===== config.mk =====
export PLATFORM = sky130hd
export DESIGN_NAME = sica_front_flat
export DESIGN_NICKNAME = d
export VERILOG_FILES = /design/src/design/sica_pkg.sv /design/src/design/sica_in_if.sv /design/src/design/sica_front.sv /design/src/flat_wrapper.sv
export SDC_FILE = /design/constraint.sdc
export NUM_CORES = 1
export LEC_CHECK = 0
export BUFFER_PORTS_ARGS = -buffer_cell sky130_fd_sc_hd__clkbuf_2
export CAP_MARGIN = 15
export CORE_MARGIN = 2
export CORE_UTILIZATION = 40
export CTS_CLUSTER_DIAMETER = 30
export CTS_CLUSTER_SIZE = 14
export DETAILED_ROUTE_END_ITERATION = 10
export HOLD_SLACK_MARGIN = 0.06
export PLACE_DENSITY_LB_ADDON = 0.3
export SYNTH_ARGS = -nofsm -noshare
export SYNTH_HDL_FRONTEND = slang
export SYNTH_SLANG_ARGS = --single-unit

===== constraint.sdc =====
create_clock -name i_clk -period 2.46 [get_ports i_clk]
set_clock_uncertainty 0.2 [all_clocks]
set_input_delay 0.123 -clock i_clk [delete_from_list [all_inputs] [get_ports i_clk]]
set_output_delay 0.123 -clock i_clk [all_outputs]
set_load 0.05 [all_outputs]

===== src/design/sica_pkg.sv =====
// Shared types, widths and codes for the sparse-input convolution accumulator.
// Used by the channel interfaces and every module of the block but sica_ram; no dependencies.
package sica_pkg;

    // Field widths of the channels.
    localparam int unsigned CMD_W  = 2;
    localparam int unsigned WIDX_W = 8;
    localparam int unsigned VAL_W  = 16;
    localparam int unsigned COL_W  = 6;
    localparam int unsigned POS_W  = 12;
    localparam int unsigned ROW_W  = 6;
    localparam int unsigned ACC_W  = 40;
    localparam int unsigned PROD_W = 2 * VAL_W;

    // Configuration register widths.
    localparam int unsigned KDIM_W = 5;
    localparam int unsigned ODIM_W = 7;
    localparam int unsigned CFG_W  = 7;
    localparam int unsigned CFG_IDX_W = 2;

    // Storage sizes and defaults.
    localparam int unsigned WSTORE_DEPTH = 256;
    localparam int unsigned QUEUE_DEPTH  = 4;
    localparam int unsigned DEF_MAX_OUT_ROWS    = 64;
    localparam int unsigned DEF_MAX_OUT_COLS    = 64;
    localparam int unsigned DEF_MAX_KERNEL_ROWS = 16;
    localparam int unsigned DEF_MAX_KERNEL_COLS = 16;

    // Command codes of an input beat.
    typedef enum logic [CMD_W-1:0] {
        CMD_LOAD = 2'd0,
        CMD_ACC  = 2'd1,
        CMD_READ = 2'd2
    } t_cmd;

    // Configuration register indexes.
    typedef enum logic [CFG_IDX_W-1:0] {
        CFG_KERNEL_COLS = 2'd0,
        CFG_KERNEL_ROWS = 2'd1,
        CFG_OUT_ROWS    = 2'd2,
        CFG_OUT_COLS    = 2'd3
    } t_cfg_idx;

    // Effective (clamped) configuration.
    typedef struct packed {
        logic [KDIM_W-1:0] kernel_cols;
        logic [KDIM_W-1:0] kernel_rows;
        logic [ODIM_W-1:0] out_rows;
        logic [ODIM_W-1:0] out_cols;
    } t_cfg;

    // One classified task handed from the front end to the back end.
    typedef struct packed {
        t_cmd               op;
        logic [COL_W-1:0]   col;
        logic [ROW_W-1:0]   row;
        logic               in_range;
        logic [POS_W-1:0]   base_row;
        logic [KDIM_W-1:0]  offs;
        logic [VAL_W-1:0]   value;
        logic [WIDX_W-1:0]  widx;
    } t_task;

endpackage


===== src/design/sica_in_if.sv =====
// Input channel of the accumulator: valid/ready handshake with the command payload.
// Depends on sica_pkg for the field widths.
interface sica_in_if;
    import sica_pkg::*;

    logic                     valid;
    logic                     ready;
    logic [CMD_W-1:0]         cmd;
    logic [WIDX_W-1:0]        weight_index;
    logic signed [VAL_W-1:0]  weight_value;
    logic [COL_W-1:0]         column;
    logic [POS_W-1:0]         position;
    logic signed [VAL_W-1:0]  nz_value;
    logic [ROW_W-1:0]         out_row;

    modport source (
        output valid, cmd, weight_index, weight_value, column, position, nz_value, out_row,
        input  ready
    );

    modport sink (
        input  valid, cmd, weight_index, weight_value, column, position, nz_value, out_row,
        output ready
    );
endinterface


===== src/design/sica_front.sv =====
// Front end: accepts input beats, classifies them and splits the packed position
// with a bit-serial divider. Depends on sica_pkg and sica_in_if.
module sica_front
    import sica_pkg::*;
(
    input  logic   i_clk,
    input  logic   i_rst_n,
    input  t_cfg   i_cfg,
    input  logic   i_clearing,
    sica_in_if.sink i_in_ch,
    output logic   o_push,
    output t_task  o_task,
    input  logic   i_full
);

    localparam int unsigned CNT_W = $clog2(POS_W);

    typedef enum logic {
        FS_IDLE,
        FS_DIV
    } t_state;

    t_state            r_state;
    logic              r_hold;
    logic [CNT_W-1:0]  r_cnt;
    t_task             r_task;
    logic [POS_W-1:0]  r_quo;
    logic [KDIM_W-1:0] r_rem;

    logic              accept;
    logic              push;
    logic [KDIM_W:0]   trial;
    logic              ge;
    logic [KDIM_W-1:0] n_rem;
    logic [POS_W-1:0]  n_quo;
    logic              last_step;
    logic              acc_keep;

    // Handshake: the holding register may be refilled in the cycle it drains.
    assign push    = r_hold && !i_full;
    assign i_in_ch.ready = (r_state == FS_IDLE) && !i_clearing && (!r_hold || !i_full);
    assign accept  = i_in_ch.valid && i_in_ch.ready;
    assign o_push  = push;
    assign o_task  = r_task;
    assign acc_keep = ({1'b0, i_in_ch.column} < i_cfg.out_cols);

    // One restoring division step per cycle, most significant bit first.
    always_comb begin
        trial = {r_rem, r_quo[POS_W-1]};
        ge    = (trial >= {1'b0, i_cfg.kernel_cols});
        n_rem = ge ? KDIM_W'(trial - {1'b0, i_cfg.kernel_cols}) : KDIM_W'(trial);
        n_quo = {r_quo[POS_W-2:0], ge};
        last_step = (r_cnt == CNT_W'(POS_W - 1));
    end

    // State and holding-register control.
    always_ff @(posedge i_clk) begin
        if (!i_rst_n) begin
            r_state <= FS_IDLE;
            r_hold  <= 1'b0;
            r_cnt   <= '0;
        end else begin
            case (r_state)
                FS_IDLE: begin
                    if (accept) begin
                        case (i_in_ch.cmd)
                            CMD_LOAD, CMD_READ: begin
                                r_hold <= 1'b1;
                            end
                            CMD_ACC: begin
                                r_hold <= 1'b0;
                                if (acc_keep) begin
                                    r_state <= FS_DIV;
                                    r_cnt   <= '0;
                                end
                            end
                            default: begin
                                r_hold <= 1'b0;
                            end
                        endcase
                    end else if (push) begin
                        r_hold <= 1'b0;
                    end
                end
                FS_DIV: begin
                    r_cnt <= r_cnt + CNT_W'(1);
                    if (last_step) begin
                        r_hold  <= 1'b1;
                        r_state <= FS_IDLE;
                    end
                end
                default: begin
                    r_state <= FS_IDLE;
                end
            endcase
        end
    end

    // Task payload and divider datapath.
    always_ff @(posedge i_clk) begin
        if (accept) begin
            r_task.op       <= t_cmd'(i_in_ch.cmd);
            r_task.col      <= i_in_ch.column;
            r_task.row      <= i_in_ch.out_row;
            r_task.in_range <= ({1'b0, i_in_ch.out_row} < i_cfg.out_rows) && acc_keep;
            r_task.widx     <= i_in_ch.weight_index;
            r_task.value    <= (i_in_ch.cmd == CMD_LOAD) ? i_in_ch.weight_value
                                                         : i_in_ch.nz_value;
            r_quo           <= i_in_ch.position;
            r_rem           <= '0;
        end else if (r_state == FS_DIV) begin
            r_quo <= n_quo;
            r_rem <= n_rem;
            if (last_step) begin
                r_task.base_row <= n_quo;
                r_task.offs     <= n_rem;
            end
        end
    end

endmodule


===== src/flat_wrapper.sv =====
// flat-port wrapper written by rule: the top's interface ports become plain ports
module sica_front_flat import sica_pkg::*;
  (i_clk, i_rst_n, i_cfg, i_clearing, o_push, o_task, i_full, i_in_ch_valid, i_in_ch_cmd, i_in_ch_weight_index, i_in_ch_weight_value, i_in_ch_column, i_in_ch_position, i_in_ch_nz_value, i_in_ch_out_row, i_in_ch_ready);
  sica_in_if i_in_ch_i ();
  input  logic i_clk;
  input  logic i_rst_n;
  input  t_cfg i_cfg;
  input  logic i_clearing;
  output logic o_push;
  output t_task o_task;
  input  logic i_full;
  input wire logic [$bits(i_in_ch_i.valid)-1:0] i_in_ch_valid;
  input wire logic [$bits(i_in_ch_i.cmd)-1:0] i_in_ch_cmd;
  input wire logic [$bits(i_in_ch_i.weight_index)-1:0] i_in_ch_weight_index;
  input wire logic [$bits(i_in_ch_i.weight_value)-1:0] i_in_ch_weight_value;
  input wire logic [$bits(i_in_ch_i.column)-1:0] i_in_ch_column;
  input wire logic [$bits(i_in_ch_i.position)-1:0] i_in_ch_position;
  input wire logic [$bits(i_in_ch_i.nz_value)-1:0] i_in_ch_nz_value;
  input wire logic [$bits(i_in_ch_i.out_row)-1:0] i_in_ch_out_row;
  output wire logic [$bits(i_in_ch_i.ready)-1:0] i_in_ch_ready;
  assign i_in_ch_i.valid = i_in_ch_valid;
  assign i_in_ch_i.cmd = i_in_ch_cmd;
  assign i_in_ch_i.weight_index = i_in_ch_weight_index;
  assign i_in_ch_i.weight_value = i_in_ch_weight_value;
  assign i_in_ch_i.column = i_in_ch_column;
  assign i_in_ch_i.position = i_in_ch_position;
  assign i_in_ch_i.nz_value = i_in_ch_nz_value;
  assign i_in_ch_i.out_row = i_in_ch_out_row;
  assign i_in_ch_ready = i_in_ch_i.ready;
  sica_front u_core (.i_clk(i_clk), .i_rst_n(i_rst_n), .i_cfg(i_cfg), .i_clearing(i_clearing), .i_in_ch(i_in_ch_i), .o_push(o_push), .o_task(o_task), .i_full(i_full));
endmodule

[Yosys cells after proc, flatten, opt, wreduce, memory -nomap -nowiden]
Index checks and enable logic that the tools add are counted.
Word-level totals
  register bits: 79
  input port bits: 95
  output and inout port bits: 58
  word-level logic and storage cells: 61
Operators by class
  add/subtract/negate cells: 2
  order comparisons: 3
  equality and inequality tests: 8
  muxes and demuxes: 18
  bitwise logic cells: 2
  reduce and logical (&&, ||, !) cells: 15
Operators with widths (number)
  $mux W12: 2
  $mux W16: 1
  $lt A6 B7 Y1: 2
  $mux W4: 3
  $mux W1: 8
  $pmux W4 S2: 1
  $ge A6 B5 Y1: 1
  $reduce_and A3 Y1: 2
  $logic_and A1 B1 Y1: 5
  $mux W5: 1
  $sub A5 B5 Y5: 1
  $add A4 B1 Y4 const B: 1
  $eq A4 B4 Y1 const B: 1
  $ne A2 B1 Y1 const B: 2
  $ne A2 B2 Y1 const B: 2
  $pmux W1 S2: 2
  $logic_not A1 Y1: 3
  $ne A3 B2 Y1 const B: 1
  $eq A2 B1 Y1 const B: 1
  $eq A2 B2 Y1 const B: 1
  $logic_not A2 Y1: 1
  $not A1 Y1: 2
  $reduce_and A2 Y1: 1
  $reduce_bool A2 Y1: 1
  other kinds (2): 2

[Logic depth before layout (Yosys ltp)]
Gate-level depths: netlist of the first run.
  depth in word-level cells: 6
  mapped depth: 9
  mapped depth without buffers: 9

[Worst setup path after synthesis of the first run]
Ideal clock, no wire load.
  path kind: register -> register
  from: reg u_core.r_state
  to: reg u_core.r_rem[4]
  setup time: 0.206 ns
  arrival: 2.641 ns
  data required time: 2.054 ns
  path slack: -0.587 ns
  cell stages (with the launch flop): 7
  path buffers: 2
  clock period less this slack: 3.047 ns
  cells stage by stage: dfxtp_1 buf_6 a211oi_4 nand2_2 clkinv_2 clkbuf_1 o32ai_1
On the way
  cells in the longest elaborated chain, start to end: 4
Ends and longest elaborated chain
  from (decl): line sica_front.sv:23  | t_state r_state;
  from (signal assigned): line sica_front.sv:59  | r_state <= FS_IDLE;
  from (signal assigned): line sica_front.sv:73  | r_state <= FS_DIV;
  from (signal assigned): line sica_front.sv:89  | r_state <= FS_IDLE;
  $not A1 Y1: line sica_front.sv:41  | assign i_in_ch.ready = (r_state == FS_IDLE) && !i_clearing && (!r_hold || !i_full);
  $logic_and A1 B1 Y1 (2 in series): line sica_front.sv:41
  via i_in_ch_ready: line flat_wrapper.sv:20  | output wire logic [$bits(i_in_ch_i.ready)-1:0] i_in_ch_ready;
  $logic_and A1 B1 Y1: line sica_front.sv:42  | assign accept = i_in_ch.valid && i_in_ch.ready;
  to (signal assigned): line sica_front.sv:113  | r_rem <= n_rem;
  to (decl): line sica_front.sv:28  | logic [KDIM_W-1:0] r_rem;
The timed path passes the listed nets, and every way through them passes these cells.
A chain may end at the register's enable or synchronous reset.

[Worst setup path in the final report of the first run]
  from: reg u_core.r_quo[11]
  to: reg u_core.r_rem[3]
On the way
  cells in the longest elaborated chain, start to end: 2
  elaborated cells on any way between the ends: 3
  those cells by class: add/sub (1); order compare (1); mux (1)
Ends and longest elaborated chain
  from (decl): line sica_front.sv:27  | logic [POS_W-1:0] r_quo;
  from (signal assigned): line sica_front.sv:109  | r_quo <= i_in_ch.position;
  from (signal assigned): line sica_front.sv:112  | r_quo <= n_quo;
  $sub A5 B5 Y5 or $ge A6 B5 Y1 (tied branches): line sica_front.sv:51, sica_front.sv:50
  $mux W5 *: line sica_front.sv:51  | n_rem = ge ? KDIM_W'(trial - {1'b0, i_cfg.kernel_cols}) : KDIM_W'(trial);
  via u_core.n_rem[3]: line sica_front.sv:34  | logic [KDIM_W-1:0] n_rem;
Mark *: on every way through the listed nets, which the timed path passes. The rest lies on a longest branch.

==> flow_summary.json, run 1 <==
{
  "cts_sinks": 79,
  "final_nets": 589,
  "slew_viol_final": 0,
  "min_path_type": "in2reg",
  "grt_usage_pct": 17.6,
  "ys_types": 44,
  "min_period_over_period_pct": 98.1,
  "final_common_cell": "clkbuf_2",
  "maxCapViolCount": 0,
  "start_util_pct": 41.7,
  "grt_max_degree": 33,
  "core_mm2": 0.00830,
  "ys_ff_latch": 79,
  "yosys.area.top_type": "edfxtp_1",
  "whs_path_depth": 3,
  "die_h_um": 97.1,
  "h-tree-depth": 3,
  "synth_top_area_share_pct": 59.0,
  "finalSetupTns_ps": 0,
  "power_frac_seq_pct": 50.9,
  "async_flop_share_pct": 0,
  "synth-edff-count": 68,
  "cp-end-kind": "flop",
  "drt-vias-per-instance": 4.65,
  "numPortBuffers": 147,
  "finalSetupViolCount": 0,
  "synth_xor_area_share_pct": 1.26,
  "syn-instance-count": 249,
  "rsz0062_at_grt": "true",
  "cts_buffers": 9,
  "drt_iter0_drc": 78,
  "hold_path_startpoint": "i_cfg[19]",
  "fmax_ghz": 0.415,
  "hold_viol": 0,
  "worst_pin_slew_ps": 495,
  "peakVddDrop_mv": 0.364,
  "ys_warn_count": 0,
  "utilization_pct": 63.3,
  "overflow": 0,
  "design_area_mm2": 0.00526,
  "synth_fp_nets": 361,
  "yosys.area_share.simple_pct": 9.75,
  "grt_pass1_vias": 2830,
  "muxShareOfSynthArea_pct": 7.41,
  "diodes": 0,
  "comb_power_share_pct": 18.7,
  "yosysSeqAreaShare_pct": 65.3,
  "synth_compound_area_share_pct": 6.76,
  "hold_end": "u_core.o_task[24]",
  "hold_ws_ps": 82.1,
  "grt_pass1_wl_mm": 13.1,
  "post_cts_buffers": 0,
  "first_pass_iters": 4,
  "fp.dieArea_mm2": 0.00942,
  "r2r_start": "u_core.r_quo[11]",
  "wl_mm": 8.23,
  "antenna_left": 0,
  "switching_share_pct": 25.7,
  "routedWlPerCell_um": 14.0,
  "syn2layout_area_growth_pct": 51.8,
  "path_clk_slew_ps": 80,
  "cts_tree": "done",
  "period_needed_ps": 2410,
  "crit_start": "u_core.r_quo[11]",
  "p_per_area_mw_per_mm2": 578,
  "synth_fa_ha_area_share_pct": 6.36,
  "ioPinCount": 153,
  "cp.required_ps": 2490,
  "cp.arrival_ps": 2450,
  "p_switching_mw": 0.781,
  "syn_area_per_cell_um2": 13.9,
  "crit_type": "reg2reg",
  "synth_area_mm2": 0.00346,
  "placed_area_mm2": 0.00437,
  "rows": 33,
  "route.detailed.drc": 0,
  "insertion_delay_ps": 340,
  "vias": 2731,
  "post-place-ws_ps": -8.54,
  "fp.dieW_um": 97.1,
  "static-leakage-power_nw": 2.45,
  "status": "completed",
  "dp.cells": 503,
  "drive_above_1_share_pct": 41.9,
  "root_buffer": "clkbuf_8",
  "antenna_found_initial": 0,
  "power.total_mw": 3.04,
  "r2r_end": "u_core.r_rem[3]",
  "yosys-top-cells-area": "edfxtp_1, dfxtp_1, ha_1",
  "clockPowerShare_pct": 30.4,
  "p_int_mw": 2.26,
  "rrSetupSlack_ps": 50,
  "critPathLaunchType": "flop",
  "dpl.hpwl_mm": 5.54,
  "instances_no_fill": 587,
  "worst_slack_ps": 47.6,
  "reg2regPathDepth": 9,
  "synthFlopType": "edfxtp_1",
  "layout_common_cells": "clkbuf_2, dlygate4sd3_1, edfxtp_1",
  "clockBufferDepth": 2,
  "synth_top_family_by_area": "simple AND/OR/NAND/NOR gates",
  "place_congestion": 0.762,
  "relSlewSlack_pct": 66.9,
  "path_max_fanout": 4
}
Yosys cell counts (all sizes together) (3+ instances only):
| master | n |
|---|---|
| ha | 16 |
| and3 | 3 |
| nor2b | 6 |
| nor2 | 9 |
| a21oi | 7 |
| edfxtp | 68 |
| clkbuf | 3 |
| inv | 19 |
| nand2 | 41 |
| a21o | 5 |
| nand3b | 3 |
| mux2 | 20 |
| a22o | 3 |
| a211oi | 3 |
| xor2 | 4 |
| buf | 3 |
| a21boi | 3 |
| dfxtp | 11 |
flip-flops by register name, summed over array words and instances, names as in the netlist:
signal	count
u_core.r_rem	5
u_core.o_task	56
u_core.r_cnt	4
u_core.r_quo	12
u_core.r_state	1
u_core.r_hold	1
cells by family (layout without fill, tap and decap cells):
kind of cell	Yosys count	after routing
flip-flops	79	79
multiplexers	22	22
AND/OR/NAND/NOR	72	72
adder cells (fa/ha/maj)	17	17
XOR/XNOR	5	5
buffers and inverters	26	259
AO/OA/AOI/OAI	28	28
worst max path at each step:
stage / endpoint / slack, ps / cells past startpoint
floorplan: u_core.r_rem[1] / 60 / 9
global placement: u_core.r_rem[3] / 40 / 9
detailed placement: u_core.r_rem[2] / -9 / 9
CTS: u_core.r_rem[2] / 4 / 9
global route: u_core.r_rem[2] / -60 / 9
finish: u_core.r_rem[3] / 50 / 9
per-layer routing:
metal	track usage (%)	up-vias	routed length, um
li1	-	1348	-
met1	19.7	1270	3190
met2	31.3	93	4300
met3	4.46	20	508
met4	8.56	0	236
met5	0	-	0
power by group through the flow:
stage | sequential (mW) | combinational (mW) | clock (mW)
final | 1.55 | 0.567 | 0.925
after detailed placement | 1.58 | 0.464 | 0
after CTS | 1.55 | 0.560 | 0.954
after floorplan | 1.69 | 0.196 | 0
after global placement | 1.58 | 0.454 | 0
after global routing | 1.55 | 0.615 | 1.00
worst max-delay path, cell delays in order, from the launching register on:
cell and delay [ps]:
edfxtp_1 390, inv_2 90, ha_4 130, inv_2 40, fa_2 380, a211oi_2 190
o21bai_2 100, a21boi_4 240, mux2_4 330, a22o_1 210
timing repair:
action / CTS / global route
pin swaps: 2 / 7
endpoints found under the setup margin: 3 / 8
endpoints found under the hold margin: 57 / 0
resized for setup: 2 / 4
hold buffers: 68 / 0
area by class of cell:
class / count / area, um2
clock buffer: 11 / 131
clock inverter: 5 / 56.3
fill: 635 / 3040
inverter: 20 / 76.3
multi-input combinational: 144 / 1110
sequential: 79 / 2260
tap: 105 / 131
timing repair buffer: 223 / 1490
Note: power is estimated with default switching activity, not from simulation.
==> run 2: changes to the inputs <==
==> constraint.sdc (replaced) <==
create_clock -name i_clk -period 2.46 [get_ports i_clk]
set_clock_uncertainty 0.2 [all_clocks]
set_input_delay 0.492 -clock i_clk [delete_from_list [all_inputs] [get_ports i_clk]]
set_output_delay 0.492 -clock i_clk [all_outputs]
set_load 0.05 [all_outputs]
==> run 2 against run 1 <==
  * Clock power increased by 28%
  * Global-route usage down 1.6 points
  * Register-to-register slack better by 20 ps
  * Utilization shrank 7.6 points
  * Critical path depth stayed put
  * Largest power group unchanged
  * Highest routed layer unchanged
==> flow_summary.json, run 2 (synthesis results as in run 1) <==
{
  "insertion_delay_ps": 340,
  "grt_usage_pct": 16.0,
  "critPathMaxStageDelay_ps": 380,
  "fill_cells": 712,
  "placed_area_mm2": 0.00437,
  "crit_type": "reg2reg",
  "final_nets": 521,
  "root_buffer": "clkbuf_8",
  "switching_share_pct": 24.9,
  "finalSetupTns_ps": 0,
  "cp-end-kind": "flop",
  "status": "completed",
  "critPathTopFamily": "compound AO/OA/AOI/OAI gates",
  "cp.arrival_ps": 2440,
  "comb_power_share_pct": 14.6,
  "maxCapViolCount": 0,
  "worst_pin_slew_ps": 507,
  "cts_resized": 0,
  "peakVddDrop_mv": 0.285,
  "diodes": 0,
  "ioPinCount": 153,
  "slew_viol_final": 0,
  "p_switching_mw": 0.794,
  "antenna_left": 0,
  "relSlewSlack_pct": 66.1,
  "grt_pass1_wl_mm": 12.0,
  "cp.required_ps": 2500,
  "start_util_pct": 41.7,
  "cts_sinks": 79,
  "place_congestion": 0.777,
  "syn2layout_area_growth_pct": 33.7,
  "path_buf_inv": 2,
  "wl_mm": 7.32,
  "post_cts_buffers": 0,
  "largest_reg_flops": 56,
  "routedWlPerCell_um": 14.1,
  "path_cells": "inv_2 -> ha_4 -> inv_2 -> fa_2 -> a211oi_2 -> o21bai_2 -> a21boi_4 -> mux2_4 -> a22o_1",
  "h-tree-depth": 3,
  "grt_max_degree": 44,
  "drt_iter0_drc": 81,
  "dpl.hpwl_mm": 5.61,
  "cp_common_cell": "inv_2",
  "core_mm2": 0.00830,
  "final_common_cell": "clkbuf_2",
  "first_pass_iters": 4,
  "overflow": 0,
  "hold_viol": 0,
  "static-leakage-power_nw": 2.19,
  "power_frac_seq_pct": 48.6,
  "cp_slowest_cell": "edfxtp_1",
  "rrSetupSlack_ps": 60,
  "layout_common_cells": "clkbuf_2, edfxtp_1, nand2_1",
  "vias": 2452,
  "finalSetupViolCount": 0,
  "p_int_mw": 2.39,
  "fp.dieW_um": 97.1,
  "p_per_area_mw_per_mm2": 688,
  "clockPowerShare_pct": 36.9,
  "die_h_um": 97.1,
  "min_period_over_period_pct": 97.4,
  "path_clk_slew_ps": 90,
  "rsz0062_at_grt": "true",
  "period_needed_ps": 2400,
  "utilization_pct": 55.8,
  "critPathLaunchType": "flop",
  "cts_buffers": 9,
  "drive_above_1_share_pct": 48.8,
  "antenna_found_initial": 0,
  "min_path_type": "in2reg",
  "route.detailed.drc": 0,
  "fmax_ghz": 0.417,
  "cts_tree": "done",
  "hold_ws_ps": 111,
  "power.total_mw": 3.19,
  "fp.dieArea_mm2": 0.00942,
  "path_max_fanout": 4,
  "drt-vias-per-instance": 4.72,
  "holdBufCountCts": 0,
  "clockBufferDepth": 2,
  "design_area_mm2": 0.00463,
  "rows": 33,
  "numPortBuffers": 147,
  "grt_pass1_vias": 2474
}
[run 2: changes by cell type in the layout (fill, tap and decap cells not counted), sizes merged]
cell         previous run  this run
clkbuf                158       157
bufinv                  1         3
clkinv                  3         2
dlygate4sd3            68         0
[run 2: routing by layer]
layer	GRT usage, %	wire, um
met4	8.13	159
met1	18.9	3000
met3	4.82	487
met5	0	0
met2	26.5	3670
[run 2: layout make-up]
class / instances / area [um2] / share of cell area, %
flip-flops and latches: 79 / 2260 / 48.9
inverters: 20 / 76.3 / 1.65
well taps: 105 / 131 / 2.84
clock inverters: 6 / 118 / 2.54
repair buffers: 155 / 808 / 17.5
clock buffers: 10 / 128 / 2.76
multi-input cells: 144 / 1110 / 23.9
[run 2: power by group through the flow]
stage / clock, mW / combinational, mW / sequential (mW)
finish: 1.18 / 0.464 / 1.55
global route: 1.26 / 0.508 / 1.56
CTS: 1.20 / 0.467 / 1.55
detailed placement: 0 / 0.466 / 1.58
global placement: 0 / 0.454 / 1.58
floorplan: 0 / 0.196 / 1.68
[run 2: path summary, 6_finish.rpt]
path                      startpoint                end  cells past startpoint
max                 u_core.r_quo[11]    u_core.r_rem[2]                      9
min          i_in_ch_weight_index[0]   u_core.o_task[0]                      1
max reg2reg         u_core.r_quo[11]    u_core.r_rem[2]                      9
min reg2reg          u_core.r_quo[8]  u_core.o_task[38]                      0
[run 2: per-stage QoR]
| stage | worst slack (ps) | cells |
|---|---|---|
| floorplan | 2.44 | 249 |
| global placement | -73.8 | 503 |
| detailed placement | -89.4 | 503 |
| CTS | 12.9 | 519 |
| global route | -30.3 | 519 |
| finish | 62.9 | 519 |
