===== config.mk =====
export PLATFORM = sky130hd
export DESIGN_NAME = sica_fifo
export DESIGN_NICKNAME = d
export VERILOG_FILES = /design/src/design/sica_pkg.sv /design/src/design/sica_fifo.sv
export SDC_FILE = /design/constraint.sdc
export NUM_CORES = 1
export LEC_CHECK = 0
export BUFFER_PORTS_ARGS = -buffer_cell sky130_fd_sc_hd__buf_2
export CAP_MARGIN = 20
export CORE_MARGIN = 5
export CORE_UTILIZATION = 60
export CTS_BUF_LIST = sky130_fd_sc_hd__clkbuf_4 sky130_fd_sc_hd__clkbuf_8 sky130_fd_sc_hd__clkbuf_16
export CTS_CLUSTER_SIZE = 25
export DETAILED_ROUTE_END_ITERATION = 7
export PLACE_DENSITY = 0.83
export SLEW_MARGIN = 0
export SYNTH_ARGS = -nofsm -noshare
export SYNTH_HDL_FRONTEND = slang
export SYNTH_SLANG_ARGS = --single-unit

===== constraint.sdc =====
create_clock -name i_clk -period 4.3 [get_ports i_clk]
set_input_delay 0.86 -clock i_clk [delete_from_list [all_inputs] [get_ports i_clk]]
set_output_delay 0.86 -clock i_clk [all_outputs]
set_load 0.1 [all_outputs]

===== src/design/sica_pkg.sv =====
// Shared types, widths and codes for the sparse-input convolution accumulator.
// Used by the channel interfaces and every module of the block but sica_ram; no dependencies.
package sica_pkg;

    // Field widths of the channels.
    localparam int unsigned CMD_W  = 2;
    localparam int unsigned WIDX_W = 8;
    localparam int unsigned VAL_W  = 16;
    localparam int unsigned COL_W  = 6;
    localparam int unsigned POS_W  = 12;
    localparam int unsigned ROW_W  = 6;
    localparam int unsigned ACC_W  = 40;
    localparam int unsigned PROD_W = 2 * VAL_W;

    // Configuration register widths.
    localparam int unsigned KDIM_W = 5;
    localparam int unsigned ODIM_W = 7;
    localparam int unsigned CFG_W  = 7;
    localparam int unsigned CFG_IDX_W = 2;

    // Storage sizes and defaults.
    localparam int unsigned WSTORE_DEPTH = 256;
    localparam int unsigned QUEUE_DEPTH  = 4;
    localparam int unsigned DEF_MAX_OUT_ROWS    = 64;
    localparam int unsigned DEF_MAX_OUT_COLS    = 64;
    localparam int unsigned DEF_MAX_KERNEL_ROWS = 16;
    localparam int unsigned DEF_MAX_KERNEL_COLS = 16;

    // Command codes of an input beat.
    typedef enum logic [CMD_W-1:0] {
        CMD_LOAD = 2'd0,
        CMD_ACC  = 2'd1,
        CMD_READ = 2'd2
    } t_cmd;

    // Configuration register indexes.
    typedef enum logic [CFG_IDX_W-1:0] {
        CFG_KERNEL_COLS = 2'd0,
        CFG_KERNEL_ROWS = 2'd1,
        CFG_OUT_ROWS    = 2'd2,
        CFG_OUT_COLS    = 2'd3
    } t_cfg_idx;

    // Effective (clamped) configuration.
    typedef struct packed {
        logic [KDIM_W-1:0] kernel_cols;
        logic [KDIM_W-1:0] kernel_rows;
        logic [ODIM_W-1:0] out_rows;
        logic [ODIM_W-1:0] out_cols;
    } t_cfg;

    // One classified task handed from the front end to the back end.
    typedef struct packed {
        t_cmd               op;
        logic [COL_W-1:0]   col;
        logic [ROW_W-1:0]   row;
        logic               in_range;
        logic [POS_W-1:0]   base_row;
        logic [KDIM_W-1:0]  offs;
        logic [VAL_W-1:0]   value;
        logic [WIDX_W-1:0]  widx;
    } t_task;

endpackage


===== src/design/sica_fifo.sv =====
// Small task queue between the front and back ends, first-word fall-through.
// Depends on sica_pkg for the task type.
module sica_fifo
    import sica_pkg::*;
#(
    parameter int unsigned DEPTH = QUEUE_DEPTH
) (
    input  logic  i_clk,
    input  logic  i_rst_n,
    input  logic  i_push,
    input  t_task i_task,
    output logic  o_full,
    input  logic  i_pop,
    output t_task o_head,
    output logic  o_empty
);

    localparam int unsigned PW = (DEPTH > 1) ? $clog2(DEPTH) : 1;
    localparam int unsigned CW = $clog2(DEPTH + 1);

    t_task          r_slot [DEPTH];
    logic [PW-1:0]  r_wptr;
    logic [PW-1:0]  r_rptr;
    logic [CW-1:0]  r_count;

    logic do_push;
    logic do_pop;

    assign o_full  = (r_count == CW'(DEPTH));
    assign o_empty = (r_count == '0);
    assign o_head  = r_slot[r_rptr];
    assign do_push = i_push && !o_full;
    assign do_pop  = i_pop && !o_empty;

    // Pointers and fill count.
    always_ff @(posedge i_clk) begin
        if (!i_rst_n) begin
            r_wptr  <= '0;
            r_rptr  <= '0;
            r_count <= '0;
        end else begin
            if (do_push) begin
                r_wptr <= (r_wptr == PW'(DEPTH - 1)) ? '0 : r_wptr + PW'(1);
            end
            if (do_pop) begin
                r_rptr <= (r_rptr == PW'(DEPTH - 1)) ? '0 : r_rptr + PW'(1);
            end
            if (do_push && !do_pop) begin
                r_count <= r_count + CW'(1);
            end else if (do_pop && !do_push) begin
                r_count <= r_count - CW'(1);
            end
        end
    end

    // Storage.
    always_ff @(posedge i_clk) begin
        if (do_push) begin
            r_slot[r_wptr] <= i_task;
        end
    end

endmodule


Yosys cells after proc, flatten, opt, wreduce, memory -nomap -nowiden
Memory sizes are Yosys's and may differ from the RTL's. A register that Yosys moved wholly into a read port is not among the register bits.
Cells that the tools add are included.
{"block": "op_classes", "n_addsub": 4, "n_eq_ne": 3, "mux": 8, "reduce_logical": 10}
{"op": "2-bit 2-to-1 mux", "n": 4}
{"op": "3-bit 2-to-1 mux", "n": 2}
{"op": "2-bit by 1-bit adder with 2-bit output (second input constant)", "n": 2}
{"op": "2-bit equality test (second input constant)", "n": 2}
{"op": "1-bit logical AND", "n": 4}
{"op": "1-bit zero test", "n": 4}
{"op": "3-bit by 1-bit adder with 3-bit output (second input constant)", "n": 1}
{"op": "3-bit equality test (second input constant)", "n": 1}
{"op": "3-bit zero test", "n": 1}
{"op": "3-bit by 1-bit subtractor with 3-bit output (second input constant)", "n": 1}
{"op": "1-bit 2-to-1 mux", "n": 2}
{"op": "2-bit nonzero test", "n": 1}
{"block": "totals", "register_bits": 7, "ramBits": 224, "n_memories": 1}
{"memory": "r_slot", "depth": 4, "width": 56, "rd": 1, "rd_clocked_by_memory_dff": 1, "wr": 1, "line": "sica_fifo.sv:21", "source": "t_task r_slot [DEPTH];"}

Logic depth before layout (Yosys ltp)
Gate-level depths: netlist of the first run.
{"block": "logic_depth", "ltp_word": 7, "depth_mapped": 9, "depth_no_buf": 8}

Worst setup path after synthesis of the first run
No wires, ideal clock.
{"block": "synth_path", "path_type": "flip-flop to flip-flop", "start": "reg r_count[2]", "end": "mem r_slot[0][0] in the netlist's numbering, enable pin", "setup_ps": 511, "arrival_time_ps": 3689, "setup_slack_ps": 99, "stages_incl_launch_ff": 5, "path_cell_list": "dfxtp_1 nor3b_1 nor2b_1 buf_2 and2_1"}
{"block": "synth_between", "elab_chain_len": 5}
{"item": "from (decl)", "line": "sica_fifo.sv:24", "source": "logic [CW-1:0] r_count;"}
{"item": "from (signal assigned)", "line": "sica_fifo.sv:49", "source": "r_count <= r_count + CW'(1);"}
{"item": "from (signal assigned)", "line": "sica_fifo.sv:51", "source": "r_count <= r_count - CW'(1);"}
{"item": "3-bit equality test", "line": "sica_fifo.sv:29", "source": "assign o_full = (r_count == CW'(DEPTH));"}
{"item": "named net o_full", "line": "sica_fifo.sv:12", "source": "output logic o_full,"}
{"item": "1-bit zero test", "line": "sica_fifo.sv:32", "source": "assign do_push = i_push && !o_full;"}
{"item": "1-bit logical AND", "line": "sica_fifo.sv:32"}
{"item": "named net do_push", "line": "sica_fifo.sv:26", "source": "logic do_push;"}
{"item": "1-bit 2-to-1 mux", "line": "sica_fifo.sv:58", "source": "if (do_push) begin"}
{"item": "1-bit 2-to-1 mux (implied by the code)", "line": "sica_fifo.sv:59", "source": "r_slot[r_wptr] <= i_task;"}
{"item": "to (decl)", "line": "sica_fifo.sv:21"}
The timed path passes the listed nets, and every way through them passes these cells.

==> results of run 1 <==
-- cell usage after synthesis, drive strengths merged --
cell and count:
xnor2 1, and2 5, clkbuf 2, nand3 2
nor3 1, nand2 6, ha 6, nor2b 2
xor2 1, mux4 56, o31ai 1, inv 3
buf 12, fa 1, nor2 2, mux2i 3
nor3b 1, dfxtp 9, a21boi 1, or3 1
o21ai 3, edfxtp 224
-- worst paths after layout --
path,startpoint,endpoint,slack [ps],cells after the start
max,flop,o_head[28],960,3
max reg2reg,r_count[1],r_count[2],1810,7
min reg2reg,r_wptr[1],r_wptr[1],510,2
min,r_wptr[1],r_wptr[1],510,2
-- kinds of logic (layout without fill, tap and decap cells) --
logic type / after synthesis / after routing / share of synthesized area (%)
AOI/OAI and AO/OA: 5 / 5 / 0.350
muxes: 59 / 59 / 15.0
and+or+nand+nor: 20 / 20 / 1.19
buffers and inverters: 17 / 169 / 1.72
xor gates and xnor gates: 2 / 2 / 0.204
adders and majority gates: 7 / 7 / 1.11
DFF: 233 / 233 / 80.4
-- registers in the layout (all words and copies together) (netlist names), named ones only --
register  count
r_rptr        2
r_count       3
r_slot      224
r_wptr        2
-- stage by stage --
stage | util (%) | hold WS, ps | setup slack [ps] | std cells
2_1_floorplan | - | 468 | 99.5 | 343
3_3_place_gp | 67.4 | 481 | 1440 | 636
3_5_place_dp | 67.4 | 495 | 1420 | 636
4_1_cts | 72.4 | 514 | 883 | 675
5_1_grt | 72.4 | 529 | 784 | 675
6_report | 72.4 | 507 | 964 | 675
-- layout by cell type, fill, tap and decap left out, drive strengths merged, types with 2 or more instances in the layout --
master	netlist	layout
and2	5	5
buf	12	127
clkbuf	2	33
clkinv	0	5
dfxtp	9	9
edfxtp	224	224
ha	6	6
inv	3	3
mux2i	3	3
mux4	56	56
nand2	6	6
nand3	2	2
nor2	2	2
nor2b	2	2
o21ai	3	3
-- tightest hold or removal path, delay by kind of cell, from the launching register on --
kind | cells | cell delay, ps
AND/OR/NAND/NOR | 1 | 60
multiplexers | 1 | 50
flip-flops | 1 | 340
-- layer usage --
layer / vias to the layer above / routed length (um) / global-route usage [%] / share of wire, %
met3: 28 / 958 / 2.93 / 6.3
li1: 1723 / - / - / -
met5: - / 0 / 0 / 0
met2: 142 / 7760 / 30.8 / 51
met1: 1995 / 6070 / 25.2 / 40
met4: 0 / 308 / 4.46 / 2.0
-- area by class of cell --
| cell class | count | area, sq um | share of cell area (%) |
|---|---|---|---|
| Clock buffer | 33 | 651 | 6.45 |
| Clock inverter | 6 | 52.6 | 0.521 |
| Inverter | 3 | 11.3 | 0.112 |
| Multi-Input combinational cell | 93 | 1540 | 15.3 |
| Sequential cell | 233 | 6910 | 68.5 |
| Tap cell | 180 | 225 | 2.23 |
| Timing Repair Buffer | 127 | 698 | 6.92 |
==> results.py, run 1 <==
metrics = {
    "layout": {
        "drive_above_1_share_pct": 45.7,
        "design.final.nets": 547,
        "area.growth.synth_to_final_pct": 17.5,
        "fill_cells": 816,
        "final_area_sq_um": 10100,
        "diodes": 0,
    },
    "route": {
        "ant_nets": 0,
        "vias": 3888,
        "avgViaCountPerCell": 5.76,
        "wire_per_inst_um": 22.4,
        "drt-total-wl_um": 15100,
        "drt_iter0_drc": 230,
        "route.detailed.drc": 0,
        "drt_pass1_iterations": 4,
    },
    "clock_network": {
        "tritoncts": "yes",
        "cts.sink_count": 233,
        "path_clk_slew_ps": 60,
        "cts_resized": 0,
        "cts_buffers": 22,
        "clockBufferDepth": 3,
        "h-tree-depth": 1,
        "clock_latency_ps": 490,
        "postCtsSetupRepairBufs": 0,
        "clock-root-buffer": "clkbuf_16",
        "cts_hold_buffers": 0,
    },
    "timing": {
        "setup_viol": 0,
        "max_slew_margin_pct": 52.1,
        "setup_tns_ps": 0,
        "hold_violations": 0,
        "drv_slew": 0,
        "fin_skew_ps": 14.0,
        "max_freq_mhz": 300,
        "rsz0062_at_grt": "false",
        "finalCritPeriodShare_pct": 77.6,
        "period_needed_ps": 3340,
        "worstMarginPinSlew_ps": 712,
    },
    "global_routing": {
        "grt_overflow": 0,
        "track_usage_pct": 18.2,
        "grt_max_degree": 41,
        "antenna_found_initial": 0,
        "first_global_vias": 4108,
        "grt_pass1_wl_um": 23100,
    },
    "yosys": {
        "syn_inst": 343,
        "syn_avg_cell_area_sq_um": 25.0,
        "seq_area_frac_synth_pct": 80.4,
        "synth_seq_cells": 233,
        "synth_fp_nets": 410,
        "yosysWarnings": 0,
        "synth_cell_types": 25,
        "synth_top_cell_by_area": "edfxtp_1",
        "netlist_area_sq_um": 8590,
        "synth_area_leaders": "edfxtp_1 (78%), mux4_2 (15%), dfxtp_1 (2.1%), buf_12 (0.93%), ha_1 (0.87%)",
        "synth_top_area_share_pct": 78.3,
    },
    "critical_path": {
        "slowest_delay_ps": 790,
        "start_kind": "flop",
        "cpLargestDelayFamily": "flip-flops",
        "cp_data_required_time_ps": 3440,
        "crit_chain": "buf_4, mux4_2, buf_2",
        "crit_buf_inv": 2,
        "crit_slowest_cell": "dfxtp_4",
        "crit_fanout": 33,
        "path_class": "flop to output port",
        "crit_path_end_kind": "output port",
        "critPathArrivalTime_ps": 2480,
    },
    "place": {
        "placed_area_sq_um": 9390,
        "gp_routability_congestion": 0.710,
        "hpwl_um": 9470,
        "port_buffers": 117,
    },
    "hold_path": {
        "hold_path_class": "flop to flop",
    },
    "floorplanning": {
        "core-area_sq_um": 13900,
        "die_y_um": 130,
        "floorplan.initialDensity_pct": 61.7,
        "dieArea_sq_um": 16800,
        "fp.dieW_um": 130,
        "rows": 43,
        "num_io_pins": 118,
    },
    "job": {
        "drv_cap": 0,
    },
    "run_status": {
        "status": "finished clean",
    },
}
Power of run 1 is left out: the tool's default activity adds up to more than one toggle a clock period on the data nets, which glitch-free logic cannot reach.
==> run 2: changes to the inputs <==
ABC_AREA = 1   (was not set)
CORE_UTILIZATION = 52   (was 60)
PLACE_DENSITY = 0.76   (was 0.83)
clock period = 2.73 ns   (was 4.3 ns; I/O delays follow)
==> results.py, run 2 <==
metrics = {
    "critical_path": {
        "regToRegStartpoint": "r_count[1]",
        "crit_path_end_kind": "output port",
        "start_kind": "flop",
        "reg2reg_depth": 9,
        "path_class": "flop to output port",
        "critPathArrivalTime_ps": 2120,
        "crit_fanout": 46,
        "reg2reg_to": "r_count[1]",
        "cp_data_required_time_ps": 2180,
        "r2r_slack_ps": 600,
    },
    "clock_network": {
        "clockBufferDepth": 3,
        "cts_buffers": 23,
        "path_clk_slew_ps": 70,
        "tritoncts": "yes",
        "clock_latency_ps": 490,
        "clock-root-buffer": "clkbuf_16",
        "postCtsSetupRepairBufs": 0,
        "h-tree-depth": 1,
        "cts.sink_count": 233,
    },
    "timing": {
        "hold_violations": 0,
        "finalCritPeriodShare_pct": 97.5,
        "drv_slew": 0,
        "fin_skew_ps": 5.96,
        "max_slew_margin_pct": 63.7,
        "setup_viol": 0,
        "period_needed_ps": 2660,
        "worstMarginPinSlew_ps": 543,
        "max_freq_mhz": 376,
    },
    "floorplanning": {
        "num_io_pins": 118,
        "dieArea_sq_um": 20300,
        "rows": 48,
        "floorplan.initialDensity_pct": 53.0,
        "die_y_um": 142,
        "fp.dieW_um": 142,
        "core-area_sq_um": 17200,
    },
    "yosys": {
        "syn_avg_cell_area_sq_um": 14.9,
        "syn_inst": 614,
        "netlist_area_sq_um": 9130,
        "synth_cell_types": 26,
        "ys.flop_type": "edfxtp_1",
        "yosysWarnings": 0,
        "synth_top_area_share_pct": 73.7,
        "synthMostInstantiatedCell": "edfxtp_1",
        "synth_fp_nets": 681,
        "synth_seq_cells": 233,
        "async_flop_share_pct": 0,
        "netlist_top_cells_count": "edfxtp_1 (224), nor2_1 (103), o21ai_0 (84), o22ai_1 (36), o21ai_1 (26)",
        "synth_area_leaders": "edfxtp_1 (74%), o21ai_0 (4.6%), nor2_1 (4.2%), o22ai_2 (2.7%), nor2_4 (2.5%)",
        "seq_area_frac_synth_pct": 75.7,
        "synth_edf_count": 224,
        "synth_top_cell_by_area": "edfxtp_1",
    },
    "layout": {
        "top_regs": "r_slot (224), r_count (3)",
        "layout_commonest_cell": "edfxtp_1",
        "largest_register": "r_slot",
        "fin_cells": 978,
        "largest_reg_flops": 224,
        "diodes": 0,
        "drive_above_1_share_pct": 35.3,
        "final_cell_mix": "edfxtp_1 (224), nor2_1 (99), o21ai_0 (84), buf_12 (63), buf_2 (61)",
        "design.final.nets": 804,
        "area.growth.synth_to_final_pct": 29.6,
        "fill_cells": 1099,
    },
    "hold_path": {
        "min_path_cells": 1,
        "holdCritStartpoint": "i_task[39]",
        "min_to": "r_slot[2][39]",
        "hold_path_class": "input port to flop",
    },
    "global_routing": {
        "grt_pass1_wl_um": 29100,
        "grt_overflow": 0,
        "grt_max_degree": 93,
        "first_global_vias": 5585,
        "track_usage_pct": 18.3,
        "antenna_found_initial": 2,
    },
    "route": {
        "route.detailed.drc": 0,
        "ant_nets": 0,
        "drt_pass1_iterations": 4,
        "drt-total-wl_um": 19600,
        "vias": 5481,
        "avgViaCountPerCell": 5.60,
        "drt_iter0_drc": 328,
        "wire_per_inst_um": 20.1,
    },
    "place": {
        "port_buffers": 117,
        "hpwl_um": 11600,
        "gp_routability_congestion": 0.750,
        "dpl.cell_count": 936,
    },
    "job": {
        "drv_cap": 0,
    },
    "run_status": {
        "status": "finished clean",
    },
}
run 2: logic make-up after synthesis:
logic type	after synthesis	share of synthesized area, %
compound gates	172	11.7
fa+ha+maj	7	1.04
buf+inv	55	3.62
flops	233	75.7
simple gates	147	7.94
run 2: area by class of cell:
| cell class | count | area, sq um | share of cell area, % |
|---|---|---|---|
| well taps | 225 | 282 | 2.38 |
| inverters | 19 | 76.3 | 0.645 |
| clock inverters | 18 | 153 | 1.29 |
| flip-flops and latches | 233 | 6910 | 58.4 |
| multi-input cells | 326 | 2150 | 18.1 |
| clock buffers | 23 | 576 | 4.87 |
| repair buffers | 134 | 1680 | 14.2 |
run 2: worst max path at each step:
stage / start / slack (ps) / cells past startpoint / end
2_1_floorplan: i_push / -780 / 2 / r_slot[0][0]
6_report: flop / 70 / 5 / o_head[37]
4_1_cts: flop / 50 / 4 / o_head[49]
3_3_place_gp: i_push / 580 / 8 / r_count[1]
5_1_grt: flop / -5 / 5 / o_head[42]
3_5_place_dp: flop / 510 / 5 / o_head[4]
run 2: metrics by stage:
| stage | instance area, sq um | util (%) | hold slack (ps) | setup slack [ps] | setup TNS, ps |
|---|---|---|---|---|---|
| detailed placement | 11100 | 64.2 | 537 | 507 | 0 |
| CTS | 11800 | 68.4 | 247 | 46.9 | 0 |
| finish | 11800 | 68.6 | 259 | 67.4 | 0 |
| floorplan | 9350 | - | 480 | -776 | -173720 |
| global placement | 11100 | 64.2 | 489 | 583 | 0 |
| global route | 11800 | 68.6 | 246 | -5.38 | -5.38 |
run 2: timing repair:
item,in CTS,in global routing
setup endpoints to repair,4,6
hold buffers,0,0
resized for setup,1,2
gates cloned,0,1
run 2: critical path, cell delays in order, from the launching register on:
cell and delay (ps):
dfxtp_4 440, inv_6 260, buf_12 290, o21ai_0 150, o22ai_2 230, buf_12 220
run 2: routing by layer:
layer	GRT usage, %	share of wire (%)	up-vias
met3	4.54	7.4	38
li1	-	-	2529
met5	0	0.087	-
met4	4.45	2.4	4
met2	32.1	51	182
met1	23.0	39	2728
Power of run 2 is left out for the same reason.
==> run 3: changes to the inputs <==
CORE_UTILIZATION = 54   (was 52)
CTS_BUF_LIST = sky130_fd_sc_hd__clkbuf_2 sky130_fd_sc_hd__clkbuf_4 sky130_fd_sc_hd__clkbuf_8   (was sky130_fd_sc_hd__clkbuf_4 sky130_fd_sc_hd__clkbuf_8 sky130_fd_sc_hd__clkbuf_16)
PLACE_DENSITY = 0.78   (was 0.76)
==> results.py, run 3 (synthesis gave the netlist of run 2 again) <==
metrics = {
    "timing": {
        "drv_slew": 0,
        "fin_skew_ps": 15.3,
        "max_slew_margin_pct": 66.9,
        "finalCritPeriodShare_pct": 93.4,
        "rsz0062_at_grt": "false",
        "setup_slack_ps": 180,
        "period_needed_ps": 2550,
        "setup_viol": 0,
        "hold_violations": 0,
        "worstMarginPinSlew_ps": 496,
        "max_freq_mhz": 392,
    },
    "layout": {
        "fin_cells": 991,
        "top_regs": "r_slot (224), r_count (3)",
        "drive_above_1_share_pct": 35.9,
        "final_cell_mix": "edfxtp_1 (224), nor2_1 (99), o21ai_0 (84), buf_2 (61), buf_12 (59)",
        "diodes": 0,
        "layout_commonest_cell": "edfxtp_1",
        "area.growth.synth_to_final_pct": 27.4,
        "largest_reg_flops": 224,
        "largest_register": "r_slot",
        "design.final.nets": 815,
    },
    "global_routing": {
        "first_global_vias": 5858,
        "grt_pass1_wl_um": 29500,
        "antenna_found_initial": 1,
        "grtUsageMet3_pct": 4.19,
        "grt_max_degree": 71,
        "grt.busiest_layer": "met2",
        "grt_overflow": 0,
        "global_route.usage.met1_pct": 23.5,
        "track_usage_pct": 19.0,
        "grt_use_met2_pct": 32.6,
    },
    "critical_path": {
        "crit_path_end_kind": "output port",
        "reg2reg_to": "r_count[1]",
        "reg2reg_depth": 9,
        "critPathArrivalTime_ps": 2000,
        "crit_slowest_cell": "buf_4",
        "r2r_slack_ps": 490,
        "crit_chain": "buf_4, o21ai_0, o22ai_2, buf_12",
        "crit_buf_inv": 2,
        "crit_fanout": 48,
        "cpLargestDelayFamily": "buffers and inverters",
        "start_kind": "flop",
        "slowest_delay_ps": 410,
        "cp_data_required_time_ps": 2180,
        "critPathCapture": "o_head[35]",
        "path_class": "flop to output port",
        "regToRegStartpoint": "r_count[1]",
        "path_depth": 4,
    },
    "floorplanning": {
        "core-area_sq_um": 16600,
        "die_y_um": 140,
        "floorplan.initialDensity_pct": 55.0,
        "num_io_pins": 118,
        "rows": 47,
        "fp.dieW_um": 140,
        "dieArea_sq_um": 19600,
    },
    "route": {
        "ant_nets": 0,
        "drt_iter0_drc": 395,
        "wire_per_inst_um": 19.2,
        "drt-total-wl_um": 19000,
        "vias": 5550,
        "drt_pass1_iterations": 5,
        "route.detailed.drc": 0,
        "avgViaCountPerCell": 5.60,
    },
    "place": {
        "post-place-ws_ps": 481,
        "dpl.cell_count": 930,
        "hpwl_um": 11500,
        "gp_routability_congestion": 0.784,
        "port_buffers": 117,
    },
    "job": {
        "drv_cap": 0,
    },
    "clock_network": {
        "tritoncts": "yes",
        "clockBufferDepth": 3,
        "clock_latency_ps": 500,
        "clock-root-buffer": "clkbuf_8",
        "cts.sink_count": 233,
        "h-tree-depth": 2,
        "path_clk_slew_ps": 60,
        "postCtsSetupRepairBufs": 0,
        "cts_buffers": 36,
    },
    "hold_path": {
        "hold_path_class": "input port to flop",
    },
    "run_status": {
        "status": "finished clean",
    },
}
[run 3: changes by cell type in the layout (fill, tap and decap cells not counted), moves of 2 or more]
cell | before | now
buf_12 | 63 | 59
buf_4 | 7 | 10
bufinv_16 | 2 | 0
clkbuf_16 | 24 | 0
clkbuf_4 | 0 | 8
clkbuf_8 | 0 | 36
clkinv_1 | 3 | 10
clkinv_2 | 7 | 4
clkinvlp_4 | 5 | 2
[run 3: what timing repair did]
action                     in CTS  in global routing
hold buffers                    0                  0
gates resized for setup         0                  2
setup endpoints to repair       0                 16
hold endpoints to repair        0                  0
[run 3: final cells by class]
type,count,area [sq um]
well taps,220,275
fillers,1089,4960
flip-flops and latches,233,6910
clock buffers,44,556
clock inverters,17,81.3
inverters,19,73.8
repair buffers,132,1580
multi-input cells,326,2150
[run 3: per-stage QoR]
step / util (%) / hold slack [ps] / TNS (ps) / area (sq um)
floorplan: - / 480 / -173720 / 9350
global placement: 66.2 / 489 / 0 / 11000
detailed placement: 66.2 / 512 / 0 / 11000
CTS: 70.1 / 212 / 0 / 11600
global route: 70.1 / 217 / 0 / 11600
finish: 70.1 / 247 / 0 / 11600
[run 3: how the worst min path moves through the flow]
stage / startpoint / end / slack (ps) / cells after the start
final: i_task[18] / r_slot[0][18] / 250 / 1
after global routing: i_task[35] / r_slot[1][35] / 220 / 1
after CTS: i_task[8] / r_slot[3][8] / 210 / 1
after detailed placement: r_count[0] / r_count[0] / 510 / 2
after global placement: r_count[0] / r_count[0] / 490 / 2
after floorplan: r_count[0] / r_count[0] / 480 / 2
[run 3: layer usage]
| layer | wire (um) | vias up | share of wire (%) |
|---|---|---|---|
| li1 | - | 2554 | - |
| met1 | 7770 | 2749 | 41 |
| met2 | 9650 | 208 | 51 |
| met3 | 1110 | 37 | 5.9 |
| met4 | 476 | 2 | 2.5 |
| met5 | 7 | - | 0.037 |
Power of run 3 is left out for the same reason.
